**config.mk**
```make
export PLATFORM = sky130hd
export DESIGN_NAME = bump_arena_allocator_flat
export DESIGN_NICKNAME = d
export VERILOG_FILES = /design/src/hdl/ba_pkg.sv /design/src/hdl/ba_if.sv /design/src/hdl/bump_arena_allocator.sv /design/src/flat_wrapper.sv
export SDC_FILE = /design/constraint.sdc
export NUM_CORES = 1
export LEC_CHECK = 0
export BUFFER_PORTS_ARGS = -buffer_cell sky130_fd_sc_hd__buf_2
export CELL_PAD_IN_SITES_DETAIL_PLACEMENT = 1
export CELL_PAD_IN_SITES_GLOBAL_PLACEMENT = 1
export CORE_ASPECT_RATIO = 0.5
export CORE_UTILIZATION = 51
export DETAILED_ROUTE_END_ITERATION = 10
export PLACE_DENSITY = 0.91
export SYNTH_ARGS = -nofsm -noshare
export SYNTH_HDL_FRONTEND = slang
export SYNTH_SLANG_ARGS = --single-unit
export TNS_END_PERCENT = 20
```
**constraint.sdc**
```tcl
create_clock -name clk -period 31.1 [get_ports clk]
set_clock_uncertainty 0.2 [all_clocks]
set_input_delay 1.555 -clock clk [delete_from_list [all_inputs] [get_ports clk]]
set_output_delay 1.555 -clock clk [all_outputs]
set_load 0.02 [all_outputs]
```
**src/hdl/ba_pkg.sv**
```systemverilog
`default_nettype none
package ba_pkg;

  localparam int UNIT_ALIGN = 4;
  localparam int MIN_BLOCK  = 8;
  localparam int POOL_RESET = 4096;

  typedef enum logic {
    OP_ALLOC = 1'b0,
    OP_CLEAR = 1'b1
  } op_t;

  typedef enum logic [1:0] {
    ST_OK   = 2'd0,
    ST_ZERO = 2'd1,
    ST_OOM  = 2'd2
  } status_t;

  typedef struct packed {
    status_t     status;
    logic [15:0] start_index;
    logic [15:0] used_now;
    logic [15:0] free_now;
    logic [31:0] alloc_count;
    logic [15:0] peak_used;
    logic [15:0] largest_grant;
    logic [15:0] smallest_grant;
  } rsp_t;

endpackage
`default_nettype wire

```
**src/hdl/ba_if.sv**
```systemverilog
`default_nettype none
interface ba_req_if;
  import ba_pkg::*;
  logic        valid;
  logic        ready;
  op_t         op;
  logic [15:0] request_bytes;
  logic [3:0]  align_log2;

  modport source (output valid, output op, output request_bytes, output align_log2,
                  input ready);
  modport sink (input valid, input op, input request_bytes, input align_log2,
                output ready);
endinterface

interface ba_rsp_if;
  import ba_pkg::*;
  logic        valid;
  logic        ready;
  status_t     status;
  logic [15:0] start_index;
  logic [15:0] used_now;
  logic [15:0] free_now;
  logic [31:0] alloc_count;
  logic [15:0] peak_used;
  logic [15:0] largest_grant;
  logic [15:0] smallest_grant;

  modport source (output valid, output status, output start_index, output used_now,
                  output free_now, output alloc_count, output peak_used,
                  output largest_grant, output smallest_grant, input ready);
  modport sink (input valid, input status, input start_index, input used_now,
                input free_now, input alloc_count, input peak_used,
                input largest_grant, input smallest_grant, output ready);
endinterface
`default_nettype wire

```
**src/hdl/bump_arena_allocator.sv**
```systemverilog
// result word: registered from the accepted request word, or held in the skid register first while out is stalled
// throughput: one request per cycle while the skid register is empty; ready drops while it holds a result
// a skid register holds one extra result so a request is taken while out is stalled
// reset (rst, synchronous): pool size 4096, fill offset and statistics cleared,
// no result pending
`default_nettype none
module bump_arena_allocator (
  input  wire logic        clk,
  input  wire logic        rst,
  input  wire logic        cfg_wr_en,
  input  wire logic [15:0] cfg_wr_data,
  ba_req_if.sink           req,
  ba_rsp_if.source         rsp
);
  import ba_pkg::*;

  logic [15:0] pool_bytes;
  logic [15:0] fill_offset;
  logic [31:0] grant_count;
  logic [15:0] peak_fill;
  logic [15:0] max_grant;
  logic [15:0] min_grant;

  logic [15:0] fill_offset_next;
  logic [31:0] grant_count_next;
  logic [15:0] peak_fill_next;
  logic [15:0] max_grant_next;
  logic [15:0] min_grant_next;

  rsp_t out_word;
  rsp_t skid_word;
  rsp_t word_next;
  logic out_valid;
  logic skid_valid;

  logic        accept;
  logic [16:0] rounded;
  logic [16:0] size;
  logic [16:0] align_mask;
  logic [16:0] aligned;
  logic [17:0] end_sum;
  logic        fits;
  status_t     status_next;
  logic [15:0] start_next;

  assign accept    = req.valid && req.ready;
  assign req.ready = !skid_valid;

  // size rounding and alignment padding
  always_comb begin
    rounded    = 17'(({1'b0, req.request_bytes} + 17'(UNIT_ALIGN - 1))
                     / 17'(UNIT_ALIGN) * 17'(UNIT_ALIGN));
    size       = (rounded < 17'(MIN_BLOCK)) ? 17'(MIN_BLOCK) : rounded;
    align_mask = (17'd1 << req.align_log2) - 17'd1;
    aligned    = ({1'b0, fill_offset} + align_mask) & ~align_mask;
    end_sum    = {1'b0, aligned} + {1'b0, size};
    fits       = !size[16] && (end_sum <= {2'b00, pool_bytes});
  end

  always_comb begin
    fill_offset_next = fill_offset;
    grant_count_next = grant_count;
    peak_fill_next   = peak_fill;
    max_grant_next   = max_grant;
    min_grant_next   = min_grant;
    status_next      = ST_OK;
    start_next       = '0;
    if (req.op == OP_CLEAR) begin
      fill_offset_next = '0;
      grant_count_next = '0;
      peak_fill_next   = '0;
      max_grant_next   = '0;
      min_grant_next   = '0;
    end else if (req.request_bytes == '0) begin
      status_next = ST_ZERO;
    end else if (!fits) begin
      status_next = ST_OOM;
    end else begin
      start_next       = aligned[15:0];
      fill_offset_next = end_sum[15:0];
      if (grant_count == '0 || size[15:0] < min_grant) begin
        min_grant_next = size[15:0];
      end
      if (grant_count != '1) begin
        grant_count_next = grant_count + 32'd1;
      end
      if (end_sum[15:0] > peak_fill) begin
        peak_fill_next = end_sum[15:0];
      end
      if (size[15:0] > max_grant) begin
        max_grant_next = size[15:0];
      end
    end
    word_next.status         = status_next;
    word_next.start_index    = start_next;
    word_next.used_now       = fill_offset_next;
    word_next.free_now       = (pool_bytes > fill_offset_next) ?
                               (pool_bytes - fill_offset_next) : '0;
    word_next.alloc_count    = grant_count_next;
    word_next.peak_used      = peak_fill_next;
    word_next.largest_grant  = max_grant_next;
    word_next.smallest_grant = min_grant_next;
  end

  always_ff @(posedge clk) begin
    if (rst) begin
      pool_bytes  <= 16'(POOL_RESET);
      fill_offset <= '0;
      grant_count <= '0;
      peak_fill   <= '0;
      max_grant   <= '0;
      min_grant   <= '0;
    end else begin
      if (cfg_wr_en) begin
        pool_bytes <= cfg_wr_data;
      end
      if (accept) begin
        fill_offset <= fill_offset_next;
        grant_count <= grant_count_next;
        peak_fill   <= peak_fill_next;
        max_grant   <= max_grant_next;
        min_grant   <= min_grant_next;
      end
    end
  end

  // output register plus skid
  always_ff @(posedge clk) begin
    if (rst) begin
      out_valid  <= 1'b0;
      skid_valid <= 1'b0;
    end else begin
      if (out_valid && !rsp.ready) begin
        if (accept) begin
          skid_valid <= 1'b1;
        end
      end else if (skid_valid) begin
        out_valid  <= 1'b1;
        skid_valid <= 1'b0;
      end else begin
        out_valid <= accept;
      end
    end
  end

  always_ff @(posedge clk) begin
    if (out_valid && !rsp.ready) begin
      if (accept) begin
        skid_word <= word_next;
      end
    end else if (skid_valid) begin
      out_word <= skid_word;
    end else if (accept) begin
      out_word <= word_next;
    end
  end

  assign rsp.valid          = out_valid;
  assign rsp.status         = out_word.status;
  assign rsp.start_index    = out_word.start_index;
  assign rsp.used_now       = out_word.used_now;
  assign rsp.free_now       = out_word.free_now;
  assign rsp.alloc_count    = out_word.alloc_count;
  assign rsp.peak_used      = out_word.peak_used;
  assign rsp.largest_grant  = out_word.largest_grant;
  assign rsp.smallest_grant = out_word.smallest_grant;

  a_skid_needs_out: assert property (@(posedge clk) disable iff (rst)
    skid_valid |-> out_valid)
    else $error("skid word held without output word");

  a_peak_covers_fill: assert property (@(posedge clk) disable iff (rst)
    peak_fill >= fill_offset)
    else $error("peak fill below fill offset");

  a_count_monotonic: assert property (@(posedge clk) disable iff (rst)
    (accept && req.op == OP_ALLOC) |=> grant_count >= $past(grant_count))
    else $error("grant count dropped on allocate");

  a_fill_moves_on_ok: assert property (@(posedge clk) disable iff (rst)
    (accept && req.op == OP_ALLOC && status_next != ST_OK) |=>
      fill_offset == $past(fill_offset))
    else $error("failed request changed fill offset");

endmodule
`default_nettype wire

```
**src/flat_wrapper.sv**
```systemverilog
// flat-port wrapper written by rule: the top's interface ports become plain ports
module bump_arena_allocator_flat import ba_pkg::*;
  (clk, rst, cfg_wr_en, cfg_wr_data, req_valid, req_op, req_request_bytes, req_align_log2, req_ready, rsp_valid, rsp_status, rsp_start_index, rsp_used_now, rsp_free_now, rsp_alloc_count, rsp_peak_used, rsp_largest_grant, rsp_smallest_grant, rsp_ready);
  ba_req_if req_i ();
  ba_rsp_if rsp_i ();
  input  wire logic clk;
  input  wire logic rst;
  input  wire logic cfg_wr_en;
  input  wire logic [15:0] cfg_wr_data;
  input wire logic [$bits(req_i.valid)-1:0] req_valid;
  input wire logic [$bits(req_i.op)-1:0] req_op;
  input wire logic [$bits(req_i.request_bytes)-1:0] req_request_bytes;
  input wire logic [$bits(req_i.align_log2)-1:0] req_align_log2;
  output wire logic [$bits(req_i.ready)-1:0] req_ready;
  output wire logic [$bits(rsp_i.valid)-1:0] rsp_valid;
  output wire logic [$bits(rsp_i.status)-1:0] rsp_status;
  output wire logic [$bits(rsp_i.start_index)-1:0] rsp_start_index;
  output wire logic [$bits(rsp_i.used_now)-1:0] rsp_used_now;
  output wire logic [$bits(rsp_i.free_now)-1:0] rsp_free_now;
  output wire logic [$bits(rsp_i.alloc_count)-1:0] rsp_alloc_count;
  output wire logic [$bits(rsp_i.peak_used)-1:0] rsp_peak_used;
  output wire logic [$bits(rsp_i.largest_grant)-1:0] rsp_largest_grant;
  output wire logic [$bits(rsp_i.smallest_grant)-1:0] rsp_smallest_grant;
  input wire logic [$bits(rsp_i.ready)-1:0] rsp_ready;
  assign req_i.valid = req_valid;
  assign req_i.op = req_op;
  assign req_i.request_bytes = req_request_bytes;
  assign req_i.align_log2 = req_align_log2;
  assign req_ready = req_i.ready;
  assign rsp_valid = rsp_i.valid;
  assign rsp_status = rsp_i.status;
  assign rsp_start_index = rsp_i.start_index;
  assign rsp_used_now = rsp_i.used_now;
  assign rsp_free_now = rsp_i.free_now;
  assign rsp_alloc_count = rsp_i.alloc_count;
  assign rsp_peak_used = rsp_i.peak_used;
  assign rsp_largest_grant = rsp_i.largest_grant;
  assign rsp_smallest_grant = rsp_i.smallest_grant;
  assign rsp_i.ready = rsp_ready;
  bump_arena_allocator u_core (.clk(clk), .rst(rst), .cfg_wr_en(cfg_wr_en), .cfg_wr_data(cfg_wr_data), .req(req_i), .rsp(rsp_i));
endmodule
```
==> qor.txt, run 1 <==
Mean Syn Cell Area: 9.973 um2
most frequent cells in the layout: 260 x edfxtp_1, 225 x nand2_1, 179 x nor2_1
Setup CP Type: in2reg
Clock Sink Count: 374
setup bufs post-CTS: 0
later-pin clock latency in the skew report: 0.54 ns
Syn Inst Count: 2113
GRT Resource Usage Total: 33.21%
Final Critical Period: 12.82 ns
most common cell after layout, fill and taps aside: edfxtp_1
Clock Tree Root: clkbuf_16
Final Cycle Share: 41.21%
drt pass-1 iters: 5
Cell Rows: 52
maximum vdd drop: 0.00004066 V
Synth cell types: 89
syn_nets: 2270
final slew viol count: 0
grt ovf: 0
DRC viols: 0
vias in the first global route: 18600
H-tree Lvls: 2
startpoint types: input pin
asr flop ratio synth: 0%
Critical Path RT: 31.14 ns
EDFF count, synth: 260
Final HPWL DP: 47.32 mm
Initial Utilization: 51.91%
Max FO, Critical Path: 32
n_diodes: 0
routed len/inst: 25.39 um
Final GP Congestion: 0.9125
Critical Path AT: 12.85 ns
P_leak: 8.632 nW
worst r2r path cells: 34
sequential area share after synthesis: 47.88%
Final setup viols: 0
clk slew on worst S/H paths: 0.07 ns
share of cells above drive strength 1: 14.74%
Min Hold Slack: 0.2897 ns
CTS tree: yes
Post-Route WL: 70.56 mm
Hold/Removal Path Class: reg2reg
placed instance count: 2715
outcome: complete, no violations
worst stage delay on the critical path: 0.87 ns
final hold vios: 0
global-route wire length before repair: 108.9 mm
predominant post-synthesis flop cell: edfxtp_1
Slew headroom: 17.14%
P&R area growth vs syn: 11.60%
cts bufs inserted: 36
Post-CTS Hold Buffers: 0
final setup TNS: 0 ns
Post-Syn Area: 21070 um2
post-CTS sizing: 0
Chip Width: 289.5 um
core box area: 40600 um2
buffers added on ports: 173
mean number of vias per cell: 6.549
fin cells: 2779
maximum root-to-sink buffer count: 3
Worst Tran Pin Value: 1.236 ns
fmax: 78.03 MHz
Power Density: 68.41 nW/um2
total I/O pin count: 174
Pwr Total: 1.609 mW
hold path depth: 1
total number of vias: 18200
fin nets: 2370
number of synthesized register bits: 374
die height: 145.7 um
max cap viols: 0
largest net degree at the start of global routing: 186
DRT antenna net count: 0
unrepaired setup endpoints after global routing: no
Die ar.: 42190 um2
yosys warns: 0
initial antenna violation count: 1
Iter 0 DRT Violations: 1884
slowest CP cell: a211o_1
Critical Path End Type: register
-- cell usage after synthesis, drive strengths merged, types with 42 or more instances --
| cell | instances | area share [%] |
|---|---|---|
| nor2 | 181 | 3.3 |
| edfxtp | 260 | 37 |
| xnor2 | 42 | 1.7 |
| o31ai | 95 | 3.7 |
| o21ai | 110 | 2.7 |
| clkbuf | 110 | 2.0 |
| dfxtp | 114 | 11 |
| nand2 | 226 | 4.0 |
| a21oi | 109 | 2.6 |
| ha | 112 | 6.6 |
| inv | 108 | 1.9 |
| mux2i | 76 | 3.6 |
| nand3 | 56 | 1.4 |
| nor3 | 45 | 1.3 |
-- worst paths after layout --
kind | startpoint | end | slack, ns
worst max-delay path | req_align_log2[2] | u_core.rsp.free_now[11] | 18.28
worst min-delay path | u_core.max_grant[13] | u_core.max_grant[13] | 0.29
worst max register to register | u_core.fill_offset[1] | u_core.rsp.free_now[11] | 20.53
worst min register to register | u_core.max_grant[13] | u_core.max_grant[13] | 0.29
-- stage by stage --
step	setup WS, ns	instance area [um2]	utilization (%)
floorplan	20.28	21070	-
global placement	18.33	22280	54.87
detailed placement	18.04	22280	54.87
CTS	18.51	23520	57.93
global route	17.59	23520	57.93
finish	18.28	23520	57.93
-- cells by family (layout without fill, tap and decap cells) --
kind of cell	after synthesis	in the layout	share of synthesized area (%)
and+or+nand+nor	717	717	16.92
AOI/OAI and AO/OA	510	510	16.83
DFF	374	374	47.88
buffers and inverters	252	378	4.874
adders and majority gates	115	115	6.935
muxes	85	85	4.091
xor gates and xnor gates	59	59	2.452
other	1	1	0.01779
-- worst max-delay path, delay by kind of cell --
family / cells / cell delay (ns)
compound gates: 19 / 4.78
simple gates: 11 / 3.60
fa+ha+maj: 5 / 1.65
xor+xnor: 2 / 0.56
buf+inv: 3 / 0.48
mux: 1 / 0.22
-- area by class of cell --
| cell class | count | area (um2) |
|---|---|---|
| tap | 540 | 675.6 |
| inverter | 109 | 409.1 |
| timing repair buffer | 205 | 1125 |
| fill | 4484 | 17080 |
| multi-input combinational | 1487 | 9975 |
| clock buffer | 49 | 1044 |
| sequential | 374 | 10090 |
| clock inverter | 15 | 197.7 |
-- layer usage --
layer  track usage (%)  part of all wire (%)  vias to the layer above
met3             5.925                   7.7                      222
met5                 0                     0                        -
met1             43.32                    40                     9065
met4             14.47                   4.3                        0
met2             54.18                    48                      894
li1                  -                     -                     8020
-- sequential cells by signal, summed over array words and instances (netlist names), 2 cells and up --
signal                     count
u_core.rsp.smallest_grant     16
u_core.grant_count            32
u_core.min_grant              16
u_core.rsp.peak_used          16
u_core.pool_bytes             16
u_core.fill_offset            16
u_core.rsp.alloc_count        32
u_core.rsp.status              2
u_core.max_grant              16
u_core.rsp.start_index        16
u_core.skid_word             130
u_core.peak_fill              16
u_core.rsp.free_now           16
u_core.rsp.used_now           16
u_core.rsp.largest_grant      16
-- where the power goes --
part | switching (mW) | internal, mW | leakage (nW)
registers | 0.0200 | 0.587 | 3.35
clock network | 0.205 | 0.278 | 0.610
logic | 0.351 | 0.168 | 4.67
Note: power is estimated with default switching activity, not from simulation.
==> run 2, diff against run 1 <==
ABC_AREA = 1   (was default)
CORE_UTILIZATION = 46   (was 51)
PLACE_DENSITY = 0.87   (was 0.91)
clock period = 13.42 ns   (was 31.1 ns; I/O delays follow)
==> run 2 against run 1 <==
Core utilization shrank 5.3 points. Non-clock buffer count shrank 20. Combinational power grew to 2.6 times the previous value. Clock-buffer cell count shrank 4. Sequential share of layout area grew 0.46 points. Die area grew 9.8%. Critical endpoint is now u_core.rsp.free_now[15]. Register-to-register slack lost 16 ns. Global-route usage shrank 5.2 points.
==> qor.txt, run 2 <==
predominant post-synthesis flop cell: edfxtp_1
Iter 0 DRT Violations: 1346
H-tree Lvls: 2
Worst Hold End: u_core.pool_bytes[14]
Cell Rows: 54
syn_nets: 2667
Synth cell types: 60
FF-to-FF setup slack: 4.99 ns
hold path depth: 3
synth cell count leaders: 594 x nand2_1, 377 x inv_1, 260 x edfxtp_1, 182 x nand3_1, 176 x a21oi_1
most common cell in the synthesized netlist: nand2_1
cts bufs inserted: 36
mean number of vias per cell: 5.535
final core utilization: 52.66%
maximum vdd drop: 0.0001053 V
FF-to-FF End: u_core.rsp.free_now[15]
share of cells above drive strength 1: 12.09%
n_diodes: 0
fin cells: 3251
Post-Syn Area: 20880 um2
startpoint types: input pin
Clock Sink Count: 374
most common cell after layout, fill and taps aside: nand2_1
final slew viol count: 0
Clock Tree Root: clkbuf_16
Max FO, Critical Path: 12
Syn Inst Count: 2510
Initial Utilization: 47.26%
max cap viols: 0
EDFF count, synth: 260
Post-CTS Hold Buffers: 0
Critical Path AT: 9.35 ns
CP most frequent cell: nand2_1
worst r2r path cells: 49
final hold vios: 0
clk slew on worst S/H paths: 0.07 ns
Critical Path RT: 13.63 ns
core box area: 44190 um2
Final setup viols: 0
Post-Route WL: 65.08 mm
slowest CP cell: o311ai_0
worst stage delay on the critical path: 0.50 ns
synth top area cells: edfxtp_1 37%, dfxtp_1 11%, nand2_1 11%
Sw Pwr: 1.470 mW
placed instance count: 3186
Critical Path End Type: register
total number of vias: 17990
Hold/Removal Path Class: in2reg
Comb pwr share: 35.4%
grt ovf: 0
Final HPWL DP: 46.77 mm
asr flop ratio synth: 0%
Power Density: 163.4 nW/um2
fmax: 109.4 MHz
total I/O pin count: 174
Flop pwr share: 38.3%
global-route wire length before repair: 102.0 mm
unrepaired setup endpoints after global routing: no
P_leak: 10.79 nW
most frequent cells in the layout: 594 x nand2_1, 376 x inv_1, 260 x edfxtp_1
Chip Width: 303.3 um
clock share of power: 26.4%
Slew headroom: 31.32%
CTS tree: yes
maximum root-to-sink buffer count: 3
die height: 152.7 um
DRT antenna net count: 0
number of synthesized register bits: 374
Mean Syn Cell Area: 8.319 um2
Final Critical Period: 9.143 ns
HP Start: cfg_wr_data[14]
Setup CP Type: in2reg
vias in the first global route: 18460
Reg with most FFs: u_core.skid_word
routed len/inst: 20.02 um
Sw Ratio: 38.66%
initial antenna violation count: 0
post-synth top area cell: edfxtp_1
setup bufs post-CTS: 0
final setup TNS: 0 ns
family with the most delay on the worst path: simple AND/OR/NAND/NOR gates
Pint: 2.332 mW
buffers added on ports: 173
Die ar.: 46300 um2
Synth top area share: 37.39%
RR Startpoint: u_core.fill_offset[1]
Min Hold Slack: 0.2163 ns
max reg flops: 130
Final Cycle Share: 68.13%
post-CTS sizing: 0
sequential area share after synthesis: 48.32%
P&R area growth vs syn: 11.44%
DRC viols: 0
largest net degree at the start of global routing: 101
Final GP Congestion: 0.9160
yosys warns: 0
fin nets: 2793
Worst Tran Pin Value: 1.030 ns
GRT Resource Usage Total: 28.01%
drt pass-1 iters: 5
later-pin clock latency in the skew report: 0.55 ns
Bufs and invs on worst path: 11
outcome: complete, no violations
[run 2: cell count changes after synthesis, moves of 68 or more]
| cell | previous run | this run |
|---|---|---|
| nand2_1 | 226 | 594 |
| mux2i_1 | 76 | 0 |
| nand3_1 | 54 | 182 |
| o31ai_1 | 81 | 1 |
| o21ai_0 | 103 | 174 |
| a21oi_1 | 108 | 176 |
| inv_1 | 108 | 377 |
[run 2: through the flow]
stage / cell area [um2] / worst slack [ns] / power (mW)
after floorplan: 20880 / 5.863 / 2.413
after global placement: 22160 / 4.276 / 2.743
after detailed placement: 22160 / 3.886 / 2.796
after CTS: 23270 / 4.375 / 3.805
after global routing: 23270 / 3.330 / 4.001
final: 23270 / 4.277 / 3.802
[run 2: worst max-delay path by stage]
stage / start / end / slack [ns] / depth (start not counted)
after global placement: req_align_log2[3] / u_core.rsp.free_now[11] / 4.28 / 49
after global routing: req_align_log2[3] / u_core.rsp.free_now[15] / 3.33 / 51
after CTS: req_align_log2[3] / u_core.rsp.free_now[15] / 4.37 / 51
after detailed placement: req_align_log2[3] / u_core.rsp.free_now[15] / 3.89 / 57
final: req_align_log2[3] / u_core.rsp.free_now[15] / 4.28 / 52
after floorplan: req_align_log2[2] / u_core.rsp.free_now[3] / 5.86 / 53
[run 2: final cells by class]
| class | count | area [um2] |
|---|---|---|
| inverters | 384 | 1449 |
| well taps | 588 | 735.7 |
| multi-input cells | 1655 | 8927 |
| repair buffers | 185 | 955.9 |
| flip-flops and latches | 374 | 10090 |
| clock buffers | 45 | 944.7 |
| clock inverters | 20 | 163.9 |
| fillers | 5409 | 20920 |
[run 2: cells by family (layout without fill, tap and decap cells)]
kind of cell    after synthesis  count (layout)  share of synthesized area (%)
xor+xnor                     21              21                         0.8808
simple gates               1054            1054                          22.87
mux                           1               1                        0.05392
compound gates              463             463                          11.86
other cells                   1               1                        0.01796
fa+ha+maj                   115             115                          6.999
buf+inv                     481             634                          9.000
flops                       374             374                          48.32
[run 2: power by group through the flow]
stage                     registers (mW)  clock network [mW]  logic [mW]
final                               1.45                1.00        1.34
after global routing                1.47                1.06        1.48
after CTS                           1.46                1.02        1.33
after detailed placement            1.48                   0        1.32
after global placement              1.47                   0        1.27
after floorplan                     1.55                   0       0.863
[run 2: tightest hold or removal path: stages]
cell	delay [ns]
buf_2	0.07
o21ai_0	0.07
a21oi_1	0.10
[run 2: routing by layer]
metal  wire length [um]  part of all wire (%)  GRT usage (%)
met1              29180                    45          37.97
met2              31360                    48          47.00
met3               3050                   4.7          3.864
met4               1490                   2.3          7.262
met5                  0                     0              0
==> run 3, diff against run 2 <==
clock period = 8.5 ns   (was 13.42 ns; I/O delays follow)
==> run 3 against run 2 <==
Core utilization is 0.89 points higher. Critical path depth rose by 1. Clock-buffer cell count increased by 5. Final area increased by 1.7%. Clock power rose by 62%. Via count grew 1.3%. Cell count grew 1.1%. Worst hold slack worse by 0.19 ns. First-iteration DRC count is 0.52% lower. Critical endpoint is now u_core.rsp.free_now[14].
==> qor.txt, run 3 (synthesis results as in run 2) <==
Cell Rows: 54
Reg with most FFs: u_core.skid_word
Setup CP Type: in2reg
cts bufs inserted: 36
Final setup viols: 0
fmax: 127.1 MHz
Iter 0 DRT Violations: 1339
largest net degree at the start of global routing: 107
slowest CP cell: fa_1
P_leak: 11.00 nW
P&R area growth vs syn: 13.31%
Sw Ratio: 38.27%
Post-Route WL: 65.59 mm
global-route wire length before repair: 103.7 mm
CP most frequent cell: nand2_1
initial antenna violation count: 0
max reg flops: 130
Worst Tran Pin Value: 1.090 ns
final instance area: 23660 um2
GRT Resource Usage Total: 28.37%
drt pass-1 iters: 6
n_diodes: 0
maximum root-to-sink buffer count: 3
final hold vios: 0
setup ws final: 0.6291 ns
outcome: complete, no violations
mean number of vias per cell: 5.542
Setup Slack @ Placement: -0.03165 ns
DRT antenna net count: 0
Slew headroom: 27.37%
Final Cycle Share: 92.60%
Final HPWL DP: 47.20 mm
later-pin clock latency in the skew report: 0.55 ns
die height: 152.7 um
Clock Sink Count: 374
worst stage delay on the critical path: 0.44 ns
Final GP Congestion: 0.9406
total I/O pin count: 174
vias in the first global route: 18960
Pint: 3.809 mW
Sw Pwr: 2.361 mW
final core utilization: 53.55%
Critical Path End Type: register
Min Hold Slack: 0.03065 ns
Filler cells: 5442
final setup TNS: 0 ns
clock share of power: 26.3%
core box area: 44190 um2
Power Density: 260.8 nW/um2
clk slew on worst S/H paths: 0.06 ns
CTS tree: yes
grt ovf: 0
most frequent cells in the layout: 594 x nand2_1, 376 x inv_1, 260 x edfxtp_1
Clock Tree Root: clkbuf_16
Comb pwr share: 36.4%
Critical Path RT: 8.59 ns
DRC viols: 0
share of cells above drive strength 1: 13.56%
Critical Path AT: 7.96 ns
fin nets: 2829
routed len/inst: 19.95 um
Die ar.: 46300 um2
Hold/Removal Path Class: in2reg
max cap viols: 0
final slew viol count: 0
maximum vdd drop: 0.0001283 V
Post-DP Area: 22390 um2
total number of vias: 18220
buffers added on ports: 173
startpoint types: input pin
Flop pwr share: 37.3%
Chip Width: 303.3 um
unrepaired setup endpoints after global routing: no
Initial Utilization: 47.26%
Max FO, Critical Path: 15
H-tree Lvls: 2
Final Critical Period: 7.871 ns
most common cell after layout, fill and taps aside: nand2_1
==> run 3: what timing repair did <==
| action | CTS | global route |
|---|---|---|
| buffers inserted | 0 | 0 |
| hold endpoints to repair | 5 | 0 |
| hold buffers | 6 | 0 |
| gates resized for setup | 0 | 16 |
| setup endpoints to repair | 0 | 32 |
==> run 3: area by class of cell <==
type / count / area, um2 / area share [%]
Sequential cell: 374 / 10090 / 42.66
Multi-Input combinational cell: 1655 / 8996 / 38.02
Tap cell: 588 / 735.7 / 3.109
Inverter: 384 / 1449 / 6.123
Clock buffer: 50 / 1006 / 4.251
Timing Repair Buffer: 221 / 1241 / 5.246
Clock inverter: 16 / 140.1 / 0.5922
==> run 3: metrics by stage <==
step | cells | total power, mW
finish | 3288 | 6.170
global route | 3288 | 6.479
CTS | 3288 | 6.148
detailed placement | 3216 | 4.513
global placement | 3216 | 4.412
floorplan | 2510 | 3.810
==> run 3: routing by layer <==
layer | vias to the layer above | global-route usage (%) | wire (um)
met4 | 2 | 9.452 | 2183
li1 | 8671 | - | -
met5 | - | 0.8282 | 41
met3 | 127 | 4.320 | 3668
met2 | 485 | 47.34 | 31300
met1 | 8937 | 37.56 | 28400
==> run 3: critical path, delay by kind of cell <==
kind            cells  cell delay (ns)
compound gates      6             0.78
xor+xnor            1             0.28
fa+ha+maj           5             1.64
buf+inv             9             0.96
simple gates       32             3.87
==> run 3: power groups by stage <==
stage | sequential, mW | clock [mW] | combinational, mW
3_5_place_dp | 2.33 | 0 | 2.18
6_report | 2.30 | 1.62 | 2.25
2_1_floorplan | 2.45 | 0 | 1.36
4_1_cts | 2.30 | 1.64 | 2.21
5_1_grt | 2.32 | 1.70 | 2.46
3_3_place_gp | 2.33 | 0 | 2.09
==> run 3: worst paths after layout <==
path | start | endpoint | slack (ns) | depth (start not counted)
worst max-delay path | req_align_log2[2] | u_core.rsp.free_now[14] | 0.63 | 53
worst max register to register | u_core.fill_offset[0] | u_core.rsp.free_now[14] | 0.89 | 48
worst min-delay path | cfg_wr_data[8] | u_core.pool_bytes[8] | 0.03 | 3
worst min register to register | u_core.max_grant[1] | u_core.max_grant[1] | 0.29 | 2
